[src/hw/rtl/mahd_pkg.sv]
package mahd_pkg;

	// result status codes
	typedef enum logic [1:0] {
		STATUS_OK   = 2'd0,
		STATUS_FREE = 2'd1,
		STATUS_BAD  = 2'd2
	} status_t;

	// header fields carried down the pipe
	typedef struct packed {
		logic       bad;
		logic       free_fmt;
		logic [1:0] layer;
		logic       lsf;
		logic       v25;
		logic [1:0] sri;
		logic       pad;
		logic [1:0] mode;
		logic [1:0] joint_ext;
		logic       crc;
		logic [8:0] kbps;
	} hdr_info_t;

	localparam int KBPS_W  = 9;
	localparam int SHIFT_W = 11;
	localparam int PROD_W  = 17;
	localparam int RECIP_W = 25;
	localparam int QUOT_W  = 11;
	localparam int RECIP_SHIFT = 24;

	// reciprocals scaled by 2^24, exact for dividends below 2^17
	localparam logic [RECIP_W-1:0] RECIP_49  = 25'd342393;
	localparam logic [RECIP_W-1:0] RECIP_147 = 25'd114131;
	localparam logic [RECIP_W-1:0] RECIP_1   = 25'd16777216;
	localparam logic [RECIP_W-1:0] RECIP_2   = 25'd8388608;
	localparam logic [RECIP_W-1:0] RECIP_4   = 25'd4194304;
	localparam logic [RECIP_W-1:0] RECIP_8   = 25'd2097152;

	localparam logic [10:0] SPF_LAYER1 = 11'd384;
	localparam logic [10:0] SPF_FULL   = 11'd1152;
	localparam logic [10:0] SPF_HALF   = 11'd576;

	localparam logic [9:0] BPS_PER_KBPS = 10'd1000;

	localparam logic [1:0] SRI_44K = 2'd0;
	localparam logic [1:0] SRI_48K = 2'd1;
	localparam logic [1:0] SRI_32K = 2'd2;
	localparam logic [1:0] MODE_MONO = 2'd3;
	localparam logic [1:0] VER_RESERVED = 2'd1;

	// kbit/s indexed [lsf][layer code][bitrate index], layer code 3 is layer 1
	localparam logic [8:0] KBPS_TAB [2][4][16] = '{
		'{
			'{16{9'd0}},
			'{9'd0, 9'd32, 9'd40, 9'd48, 9'd56, 9'd64, 9'd80, 9'd96,
				9'd112, 9'd128, 9'd160, 9'd192, 9'd224, 9'd256, 9'd320, 9'd0},
			'{9'd0, 9'd32, 9'd48, 9'd56, 9'd64, 9'd80, 9'd96, 9'd112,
				9'd128, 9'd160, 9'd192, 9'd224, 9'd256, 9'd320, 9'd384, 9'd0},
			'{9'd0, 9'd32, 9'd64, 9'd96, 9'd128, 9'd160, 9'd192, 9'd224,
				9'd256, 9'd288, 9'd320, 9'd352, 9'd384, 9'd416, 9'd448, 9'd0}
		},
		'{
			'{16{9'd0}},
			'{9'd0, 9'd8, 9'd16, 9'd24, 9'd32, 9'd40, 9'd48, 9'd56,
				9'd64, 9'd80, 9'd96, 9'd112, 9'd128, 9'd144, 9'd160, 9'd0},
			'{9'd0, 9'd8, 9'd16, 9'd24, 9'd32, 9'd40, 9'd48, 9'd56,
				9'd64, 9'd80, 9'd96, 9'd112, 9'd128, 9'd144, 9'd160, 9'd0},
			'{9'd0, 9'd32, 9'd48, 9'd56, 9'd64, 9'd80, 9'd96, 9'd112,
				9'd128, 9'd144, 9'd160, 9'd176, 9'd192, 9'd224, 9'd256, 9'd0}
		}
	};

	// base sampling frequency of the full-rate version
	function automatic logic [15:0] base_freq(logic [1:0] sri);
		logic [15:0] f;
		case (sri)
			SRI_44K: f = 16'd44100;
			SRI_48K: f = 16'd48000;
			SRI_32K: f = 16'd32000;
			default: f = 16'd0;
		endcase
		return f;
	endfunction

endpackage

[src/hw/rtl/mahd_decode.sv]
module mahd_decode
	import mahd_pkg::*;
(
	input  logic        clk,
	input  logic        arst_n,
	input  logic        header_valid,
	output logic        header_ready,
	input  logic [31:0] header_word,
	output logic        info_valid,
	input  logic        info_ready,
	output hdr_info_t   info
);

	logic       v_s1;
	hdr_info_t  info_s1;
	hdr_info_t  info_d;
	logic [1:0] ver;
	logic [1:0] lcode;
	logic [3:0] bri;
	logic [1:0] sri;
	logic       ok;
	logic       lsf;

	// field split and header checks
	always_comb begin
		ver   = header_word[20:19];
		lcode = header_word[18:17];
		bri   = header_word[15:12];
		sri   = header_word[11:10];
		ok    = (&header_word[31:21]) && (ver != VER_RESERVED) && (lcode != 2'd0)
			&& (bri != 4'hf) && (sri != 2'd3);
		lsf   = header_word[20] ? ~header_word[19] : 1'b1;
		info_d.bad       = ~ok;
		info_d.free_fmt  = (bri == 4'd0);
		info_d.layer     = 2'(3'd4 - {1'b0, lcode});
		info_d.lsf       = lsf;
		info_d.v25       = ~header_word[20];
		info_d.sri       = sri;
		info_d.pad       = header_word[9];
		info_d.mode      = header_word[7:6];
		info_d.joint_ext = header_word[5:4];
		info_d.crc       = ~header_word[16];
		info_d.kbps      = KBPS_TAB[lsf][lcode][bri];
	end

	assign header_ready = ~v_s1 | info_ready;

	// stage 1 valid
	always_ff @(posedge clk or negedge arst_n) begin
		if (!arst_n) begin
			v_s1 <= 1'b0;
		end else if (header_ready) begin
			v_s1 <= header_valid;
		end
	end

	// stage 1 payload
	always_ff @(posedge clk) begin
		if (header_valid && header_ready) begin
			info_s1 <= info_d;
		end
	end

	assign info_valid = v_s1;
	assign info       = info_s1;

endmodule

[src/hw/rtl/mahd_size.sv]
module mahd_size
	import mahd_pkg::*;
(
	input  logic              clk,
	input  logic              arst_n,
	input  logic              info_valid,
	output logic              info_ready,
	input  hdr_info_t         info,
	output logic              quot_valid,
	input  logic              quot_ready,
	output logic [QUOT_W-1:0] quot,
	output hdr_info_t         quot_info
);

	logic               v_s2;
	logic               v_s3;
	logic               ready_s2;
	logic               ready_s3;
	hdr_info_t          info_s2;
	hdr_info_t          info_s3;
	logic [PROD_W-1:0]  dvd_s2;
	logic [RECIP_W-1:0] recip_s2;
	logic [QUOT_W-1:0]  quot_s3;

	logic [1:0]         sh;
	logic [SHIFT_W-1:0] kbps_sh;
	logic [7:0]         mult;
	logic [RECIP_W-1:0] recip;
	logic [SHIFT_W+7:0] dvd_full;
	logic               is_l1;
	logic [PROD_W+RECIP_W-1:0] prod;

	// dividend: kbps scaled by 2^shift and the per-rate numerator factor
	always_comb begin
		is_l1 = (info.layer == 2'd1);
		sh = 2'({1'b0, info.lsf} + {1'b0, info.v25}
			- {1'b0, (info.layer == 2'd3) & info.lsf});
		kbps_sh = {2'b00, info.kbps} << sh;
		case (info.sri)
			SRI_44K: begin
				mult  = is_l1 ? 8'd40 : 8'd160;
				recip = is_l1 ? RECIP_147 : RECIP_49;
			end
			SRI_48K: begin
				mult  = is_l1 ? 8'd1 : 8'd3;
				recip = is_l1 ? RECIP_4 : RECIP_1;
			end
			SRI_32K: begin
				mult  = is_l1 ? 8'd3 : 8'd9;
				recip = is_l1 ? RECIP_8 : RECIP_2;
			end
			default: begin
				mult  = 8'd0;
				recip = RECIP_1;
			end
		endcase
		dvd_full = kbps_sh * mult;
	end

	// quotient by reciprocal multiply
	always_comb begin
		prod = dvd_s2 * recip_s2;
	end

	assign ready_s3   = ~v_s3 | quot_ready;
	assign ready_s2   = ~v_s2 | ready_s3;
	assign info_ready = ready_s2;

	// stage valids
	always_ff @(posedge clk or negedge arst_n) begin
		if (!arst_n) begin
			v_s2 <= 1'b0;
			v_s3 <= 1'b0;
		end else begin
			if (ready_s2) begin
				v_s2 <= info_valid;
			end
			if (ready_s3) begin
				v_s3 <= v_s2;
			end
		end
	end

	// stage payloads
	always_ff @(posedge clk) begin
		if (info_valid && ready_s2) begin
			info_s2  <= info;
			dvd_s2   <= dvd_full[PROD_W-1:0];
			recip_s2 <= recip;
		end
		if (v_s2 && ready_s3) begin
			info_s3 <= info_s2;
			quot_s3 <= prod[RECIP_SHIFT+QUOT_W-1:RECIP_SHIFT];
		end
	end

	assign quot_valid = v_s3;
	assign quot       = quot_s3;
	assign quot_info  = info_s3;

endmodule

[src/hw/rtl/mpeg_audio_header_decode_core.sv]
// MPEG audio frame header decoder, layers 1 to 3, MPEG-1, MPEG-2 and MPEG-2.5.
// Input channel: header_valid / header_ready carry one 32-bit header a beat,
// sync bits in the top. Output channel: result_valid / result_ready carry one
// decoded result a beat: status, layer, rate fields, bit rate, frame size,
// samples per frame and channel layout. Invalid headers give status 2 with
// all other fields zero; free-format headers give status 1 with zero sizes.
// An accepted header passes four registered stages to result_valid: field
// decode and bitrate lookup, dividend scaling, reciprocal multiply for the
// frame size division, and the output register. The four-stage pipe, with at
// most one multiplier per stage, takes one header per cycle unless stalled.
// Reset clears every stage valid bit, so no result appears until a header
// is accepted. When the receiver holds result_ready low, the output beat
// holds and earlier stages keep filling their empty slots; header_ready falls
// only once all four stages hold a beat, and nothing is dropped or repeated.
module mpeg_audio_header_decode_core
	import mahd_pkg::*;
(
	input  logic        clk,
	input  logic        arst_n,
	input  logic        header_valid,
	output logic        header_ready,
	input  logic [31:0] header_word,
	output logic        result_valid,
	input  logic        result_ready,
	output logic [1:0]  status,
	output logic [1:0]  layer,
	output logic        low_rate_flag,
	output logic [3:0]  rate_index,
	output logic [15:0] sample_rate_hz,
	output logic [18:0] bit_rate_bps,
	output logic [10:0] frame_size_bytes,
	output logic [10:0] samples_per_frame,
	output logic [1:0]  channel_count,
	output logic [1:0]  channel_mode,
	output logic [1:0]  mode_extension,
	output logic        crc_present
);

	logic              info_valid;
	logic              info_ready;
	hdr_info_t         info;
	logic              quot_valid;
	logic              quot_ready;
	logic [QUOT_W-1:0] quot;
	hdr_info_t         qi;

	logic              v_s4;
	status_t           status_s4;
	logic [1:0]        layer_s4;
	logic              lsf_s4;
	logic [3:0]        rate_index_s4;
	logic [15:0]       sample_rate_s4;
	logic [18:0]       bps_s4;
	logic [10:0]       fsz_s4;
	logic [10:0]       spf_s4;
	logic [1:0]        chan_count_s4;
	logic [1:0]        mode_s4;
	logic [1:0]        joint_ext_s4;
	logic              crc_s4;

	status_t           status_d;
	logic [1:0]        layer_d;
	logic              lsf_d;
	logic [3:0]        rate_index_d;
	logic [15:0]       sample_rate_d;
	logic [18:0]       bps_d;
	logic [10:0]       fsz_d;
	logic [10:0]       spf_d;
	logic [1:0]        chan_count_d;
	logic [1:0]        mode_d;
	logic [1:0]        joint_ext_d;
	logic              crc_d;
	logic [QUOT_W-1:0] qpad;
	logic [1:0]        steps;

	mahd_decode u_decode (
		.clk          (clk),
		.arst_n       (arst_n),
		.header_valid (header_valid),
		.header_ready (header_ready),
		.header_word  (header_word),
		.info_valid   (info_valid),
		.info_ready   (info_ready),
		.info         (info)
	);

	mahd_size u_size (
		.clk        (clk),
		.arst_n     (arst_n),
		.info_valid (info_valid),
		.info_ready (info_ready),
		.info       (info),
		.quot_valid (quot_valid),
		.quot_ready (quot_ready),
		.quot       (quot),
		.quot_info  (qi)
	);

	// result assembly
	always_comb begin
		steps = 2'({1'b0, qi.lsf} + {1'b0, qi.v25});
		qpad  = QUOT_W'(quot + {{(QUOT_W-1){1'b0}}, qi.pad});
		status_d      = qi.free_fmt ? STATUS_FREE : STATUS_OK;
		layer_d       = qi.layer;
		lsf_d         = qi.lsf;
		rate_index_d  = 4'({2'b00, qi.sri} + 4'(3 * steps));
		sample_rate_d = base_freq(qi.sri) >> steps;
		bps_d         = 19'(qi.kbps * BPS_PER_KBPS);
		if (qi.free_fmt) begin
			fsz_d = 11'd0;
		end else if (qi.layer == 2'd1) begin
			fsz_d = 11'({qpad, 2'b00});
		end else begin
			fsz_d = qpad;
		end
		if (qi.layer == 2'd1) begin
			spf_d = SPF_LAYER1;
		end else if (qi.layer == 2'd3 && qi.lsf) begin
			spf_d = SPF_HALF;
		end else begin
			spf_d = SPF_FULL;
		end
		chan_count_d = (qi.mode == MODE_MONO) ? 2'd1 : 2'd2;
		mode_d       = qi.mode;
		joint_ext_d  = qi.joint_ext;
		crc_d        = qi.crc;
		// invalid header clears everything but the status
		if (qi.bad) begin
			status_d      = STATUS_BAD;
			layer_d       = 2'd0;
			lsf_d         = 1'b0;
			rate_index_d  = 4'd0;
			sample_rate_d = 16'd0;
			bps_d         = 19'd0;
			fsz_d         = 11'd0;
			spf_d         = 11'd0;
			chan_count_d  = 2'd0;
			mode_d        = 2'd0;
			joint_ext_d   = 2'd0;
			crc_d         = 1'b0;
		end
	end

	assign quot_ready = ~v_s4 | result_ready;

	// output stage valid
	always_ff @(posedge clk or negedge arst_n) begin
		if (!arst_n) begin
			v_s4 <= 1'b0;
		end else if (quot_ready) begin
			v_s4 <= quot_valid;
		end
	end

	// output stage payload
	always_ff @(posedge clk) begin
		if (quot_valid && quot_ready) begin
			status_s4      <= status_d;
			layer_s4       <= layer_d;
			lsf_s4         <= lsf_d;
			rate_index_s4  <= rate_index_d;
			sample_rate_s4 <= sample_rate_d;
			bps_s4         <= bps_d;
			fsz_s4         <= fsz_d;
			spf_s4         <= spf_d;
			chan_count_s4  <= chan_count_d;
			mode_s4        <= mode_d;
			joint_ext_s4   <= joint_ext_d;
			crc_s4         <= crc_d;
		end
	end

	assign result_valid      = v_s4;
	assign status            = status_s4;
	assign layer             = layer_s4;
	assign low_rate_flag     = lsf_s4;
	assign rate_index        = rate_index_s4;
	assign sample_rate_hz    = sample_rate_s4;
	assign bit_rate_bps      = bps_s4;
	assign frame_size_bytes  = fsz_s4;
	assign samples_per_frame = spf_s4;
	assign channel_count     = chan_count_s4;
	assign channel_mode      = mode_s4;
	assign mode_extension    = joint_ext_s4;
	assign crc_present       = crc_s4;

endmodule
[config.mk]
export PLATFORM = sky130hd
export DESIGN_NAME = mpeg_audio_header_decode_core
export DESIGN_NICKNAME = d
export VERILOG_FILES = /design/src/hw/rtl/mahd_pkg.sv /design/src/hw/rtl/mahd_decode.sv /design/src/hw/rtl/mahd_size.sv /design/src/hw/rtl/mpeg_audio_header_decode_core.sv
export SDC_FILE = /design/constraint.sdc
export NUM_CORES = 1
export LEC_CHECK = 0
export ABC_CLOCK_PERIOD_IN_PS = 6650
export BUFFER_PORTS_ARGS = -buffer_cell sky130_fd_sc_hd__buf_4
export CAP_MARGIN = 20
export CORE_MARGIN = 10
export CORE_UTILIZATION = 64
export CTS_BUF_LIST = sky130_fd_sc_hd__clkbuf_8
export DETAILED_ROUTE_END_ITERATION = 10
export GPL_ROUTABILITY_DRIVEN = 1
export PLACE_DENSITY_LB_ADDON = 0.2
export SLEW_MARGIN = 10
export SYNTH_ARGS = -nofsm -noshare
export SYNTH_HDL_FRONTEND = slang
export SYNTH_SLANG_ARGS = --single-unit
[constraint.sdc]
create_clock -name clk -period 6.65 [get_ports clk]
set_clock_uncertainty 0.2 [all_clocks]
set_input_delay 0.9975 -clock clk [delete_from_list [all_inputs] [get_ports clk]]
set_output_delay 0.9975 -clock clk [all_outputs]
set_load 0.01 [all_outputs]
==> impl_metrics.sql <==
INSERT INTO impl_metrics (metric_group, metric, value, unit) VALUES
('outcome', 'status', 'finished, final reports clean', ''),
('place', 'placement.io_buffers', '93', ''),
('place', 'place.gp.congestion', '0.975', ''),
('cts', 'clockBufferDepth', '2', ''),
('cts', 'clk_transition_reported_paths', '0.08', 'ns'),
('timing', 'report.final.hold_viol_count', '0', ''),
('drt', 'detail_route.drc_violations', '0', ''),
('yosys', 'synth.largest_area_cell', 'edfxtp_1', ''),
('yosys', 'synth_flop_cell', 'edfxtp_1', ''),
('critical_path', 'timing.critical_path.from', 'u_size.recip_s2[16]', ''),
('critical_path', 'startpoint_type', 'flip-flop', ''),
('timing', 'finalCritPeriodShare', '97.4', '%'),
('floorplan', 'core_box_area', '0.0253', 'mm²'),
('final_layout', 'area_growth', '9.73', '%'),
('critical_path', 'critical_path.reg2reg.startpoint', 'u_size.recip_s2[16]', ''),
('critical_path', 'cp-end-kind', 'flip-flop', ''),
('critical_path', 'end_of_the_critical_path', 'u_size.quot[7]', ''),
('drt', 'drt_pass_1_iters', '5', ''),
('timing', 'final_critical_path_setup_slack', '0.173', 'ns'),
('final_layout', 'drive_gt1_share', '10.7', '%'),
('floorplan', 'die_area', '0.0325', 'mm²'),
('cts', 'clock_latency', '0.45', 'ns'),
('timing', 'fmax', '0.154', 'GHz'),
('pwr', 'power_leakage', '9.07', 'nW'),
('drt', 'drt.antenna.violating_nets', '0', ''),
('yosys', 'total_of_flip_flops_plus_latches_after_synthesis', '156', ''),
('cts', 'cts.sinks', '156', ''),
('yosys', 'synthesis.instances', '1550', ''),
('floorplan', 'initial_utilization', '65.1', '%'),
('drt', 'detail_route.vias_per_cell', '5.45', ''),
('global_routing', 'grt_pass1_vias', '11400', ''),
('global_routing', 'antenna_violations_before_repair', '1', ''),
('yosys', 'synthTopCellsByCount', 'inv_1, ha_1, fa_1, edfxtp_1, nand2_1', ''),
('yosys', 'post_synth.cell_area_avg', '10.6', 'µm²'),
('timing', 'max_slew.worst_pin.slew', '0.930', 'ns'),
('global_routing', 'global_route_total_overflow', '0', ''),
('cts', 'cts_root_buffer', 'clkbuf_8', ''),
('place', 'pre_cts_slack', '0.143', 'ns'),
('cts', 'tritoncts_clock_tree', 'built', ''),
('flow_run', 'maxCapViolCount', '0', ''),
('critical_path', 'ff2ff_setup_slack', '0.17', 'ns'),
('timing', 'period_minus_slack', '6.48', 'ns'),
('drt', 'detailedRoute.firstIterationViolations', '803', ''),
('drt', 'post_drt_wl_per_cell', '17.4', 'µm'),
('critical_path', 'crit_type', 'flip-flop to flip-flop', ''),
('global_routing', 'grt_max_degree', '61', ''),
('pwr', 'power-per-cell-area', '455', 'mW/mm²'),
('drt', 'vias', '10900', ''),
('yosys', 'synth.top_cells.by_area', 'edfxtp_1, fa_1, ha_1, inv_1, nand2_1', ''),
('timing', 'setup_viol', '0', ''),
('place', 'place.detailed.hpwl', '29200', 'µm'),
('critical_path', 'r2r_end', 'u_size.quot[7]', ''),
('critical_path', 'crit_fanout', '6', ''),
('min_path', 'path_type_of_the_worst_min_delay_path', 'input pin to async pin', ''),
('place', 'number_of_cells_in_the_design_after_placement', '1963', ''),
('final_layout', 'finalNetCount', '2137', ''),
('floorplan', 'die-width', '180', 'µm'),
('cts', 'cts_buffers', '17', ''),
('yosys', 'synth-seq-area-share', '28.4', '%'),
('yosys', 'synth-edff-count', '152', ''),
('global_routing', 'gr-usage-all-layers', '21.7', '%'),
('timing', 'final_max_slew_viol_count', '0', ''),
('yosys', 'ys_async_sr_fraction', '2.56', '%'),
('floorplan', 'fp-row-count', '58', ''),
('timing', 'finalSetupTns', '0', 'ns'),
('drt', 'route.final.wire_length', '34900', 'µm'),
('global_routing', 'first_pass_grt_wire_length', '57600', 'µm'),
('yosys', 'synth_top_area_share', '27.8', '%'),
('yosys', 'yosys.cell_count.top_type', 'inv_1', ''),
('timing', 'timing.slew.headroom', '38.0', '%'),
('floorplan', 'io_pins', '111', ''),
('critical_path', 'cp.arrival', '6.47', 'ns'),
('yosys', 'synthesis.area', '0.0164', 'mm²'),
('cts', 'cts_htree_levels', '4', ''),
('pwr', 'vdd_drop_max', '0.000627', 'V'),
('critical_path', 'crit_required', '6.64', 'ns'),
('final_layout', 'n_fill_cell', '1878', ''),
('cts', 'postCtsHoldBufs', '0', ''),
('critical_path', 'reg2reg_depth', '19', ''),
('yosys', 'synth.distinct_cells', '63', ''),
('final_layout', 'layout.cells.non_filler', '2006', ''),
('floorplan', 'die_height', '180', 'µm'),
('yosys', 'count_of_yosys_warnings_during_synthesis', '0', '');
-- worst max-delay path, cell delays in order (launching register included) --
cell      delay, ns
edfxtp_1       0.49
buf_4          0.20
and2_1         0.16
inv_1          0.09
fa_1           0.52
fa_1           0.52
inv_1          0.05
fa_1           0.47
fa_1           0.53
fa_2           0.65
fa_1           0.43
ha_1           0.34
a21oi_1        0.15
o211ai_1       0.10
a21o_1         0.26
o211ai_2       0.32
or2_4          0.20
nand3_1        0.13
a31o_1         0.25
xor2_1         0.15
-- cell families after synthesis --
family | synth area share (%)
muxes | 1.07
and+or+nand+nor | 9.72
AOI/OAI and AO/OA | 6.12
xor gates and xnor gates | 2.56
DFF | 28.4
adders and majority gates | 42.7
buffers and inverters | 9.37
other | 0.0228
-- stage by stage --
stage,power (W),instance area (µm²),util (%),hold slack [ns]
finish,0.00820,18000,71.4,0.128
global route,0.00917,18000,71.4,0.0997
CTS,0.00816,17900,71.0,0.0923
detailed placement,0.00739,17500,69.5,0.205
global placement,0.00714,17500,69.5,0.201
floorplan,0.00596,16500,-,0.200
-- how the worst min path moves through the flow --
stage | start | end | slack, ns | depth (start not counted)
floorplan | u_decode.info[10] | u_size.info_s2[10] | 0.20 | 0
global placement | u_size.info_s2[12] | u_size.quot_info[12] | 0.20 | 0
detailed placement | u_size.info_s2[11] | u_size.quot_info[11] | 0.20 | 0
CTS | arst_n | u_size.quot_valid | 0.09 | 1
global route | arst_n | result_valid | 0.1 | 1
finish | arst_n | result_valid | 0.13 | 1
-- placed cells by master (no fill, tap or decap), types with 3 or more instances in the layout --
master,count
clkbuf_8,18
o211ai_1,5
o21ai_0,30
nor3b_1,4
inv_1,358
a221oi_1,4
dfrtp_1,4
edfxtp_1,152
o31ai_1,3
a21o_1,13
o21bai_1,4
fa_1,202
nand3_1,13
nand2b_1,11
nor2b_1,21
a31oi_1,6
mux2_2,5
xor2_1,15
and2_2,3
buf_4,123
and3_1,8
a21oi_1,52
mux2i_1,12
nand2_1,106
a211o_1,4
nand4_1,6
conb_1,12
or3_1,3
nor2_1,84
a211oi_1,6
xnor2_1,33
o21a_1,4
and2_1,44
nor3_1,21
ha_1,234
-- report_power, final --
group / switching, W / total, W / internal [W] / leakage (nW)
combinational: 0.00336 / 0.00601 / 0.00265 / 7.32
sequential: 0.000128 / 0.00150 / 0.00138 / 1.54
clock: 0.000347 / 0.000685 / 0.000338 / 0.202
total: 0.00384 / 0.00820 / 0.00436 / 9.07
-- registers in the layout, indices dropped and copies added, names as in the netlist, 2 cells and up --
register,cells
u_decode.info,20
u_size.info_s2,20
u_size.quot_info,20
sample_rate_hz,16
u_size.dvd_s2,14
bit_rate_bps,13
frame_size_bytes,11
u_size.quot,11
u_size.recip_s2,7
rate_index,4
samples_per_frame,4
channel_count,2
channel_mode,2
layer,2
mode_extension,2
status,2
-- layout make-up --
class	count	area, µm²	area share, %
multi-input combinational	1008	10300	57.2
sequential	156	4660	25.9
inverter	355	1330	7.39
timing repair buffer	124	928	5.15
tap	330	413	2.29
clock buffer	18	248	1.37
clock inverter	14	130	0.722
antenna	1	2.50	0.0139
-- layer usage --
layer  track usage, %  up-vias  wire length (µm)
met5                0        -                 0
met4             5.64        0               499
met3             2.83       35              1790
met2             36.8      302             17300
met1             28.9     5396             15300
li1                 -     5191                 -
-- timing repair --
item,4_1_cts,5_1_grt
buffers inserted,0,10
resized for setup,0,13
endpoints found under the setup margin,0,7
(Power assumes the default switching activity.)
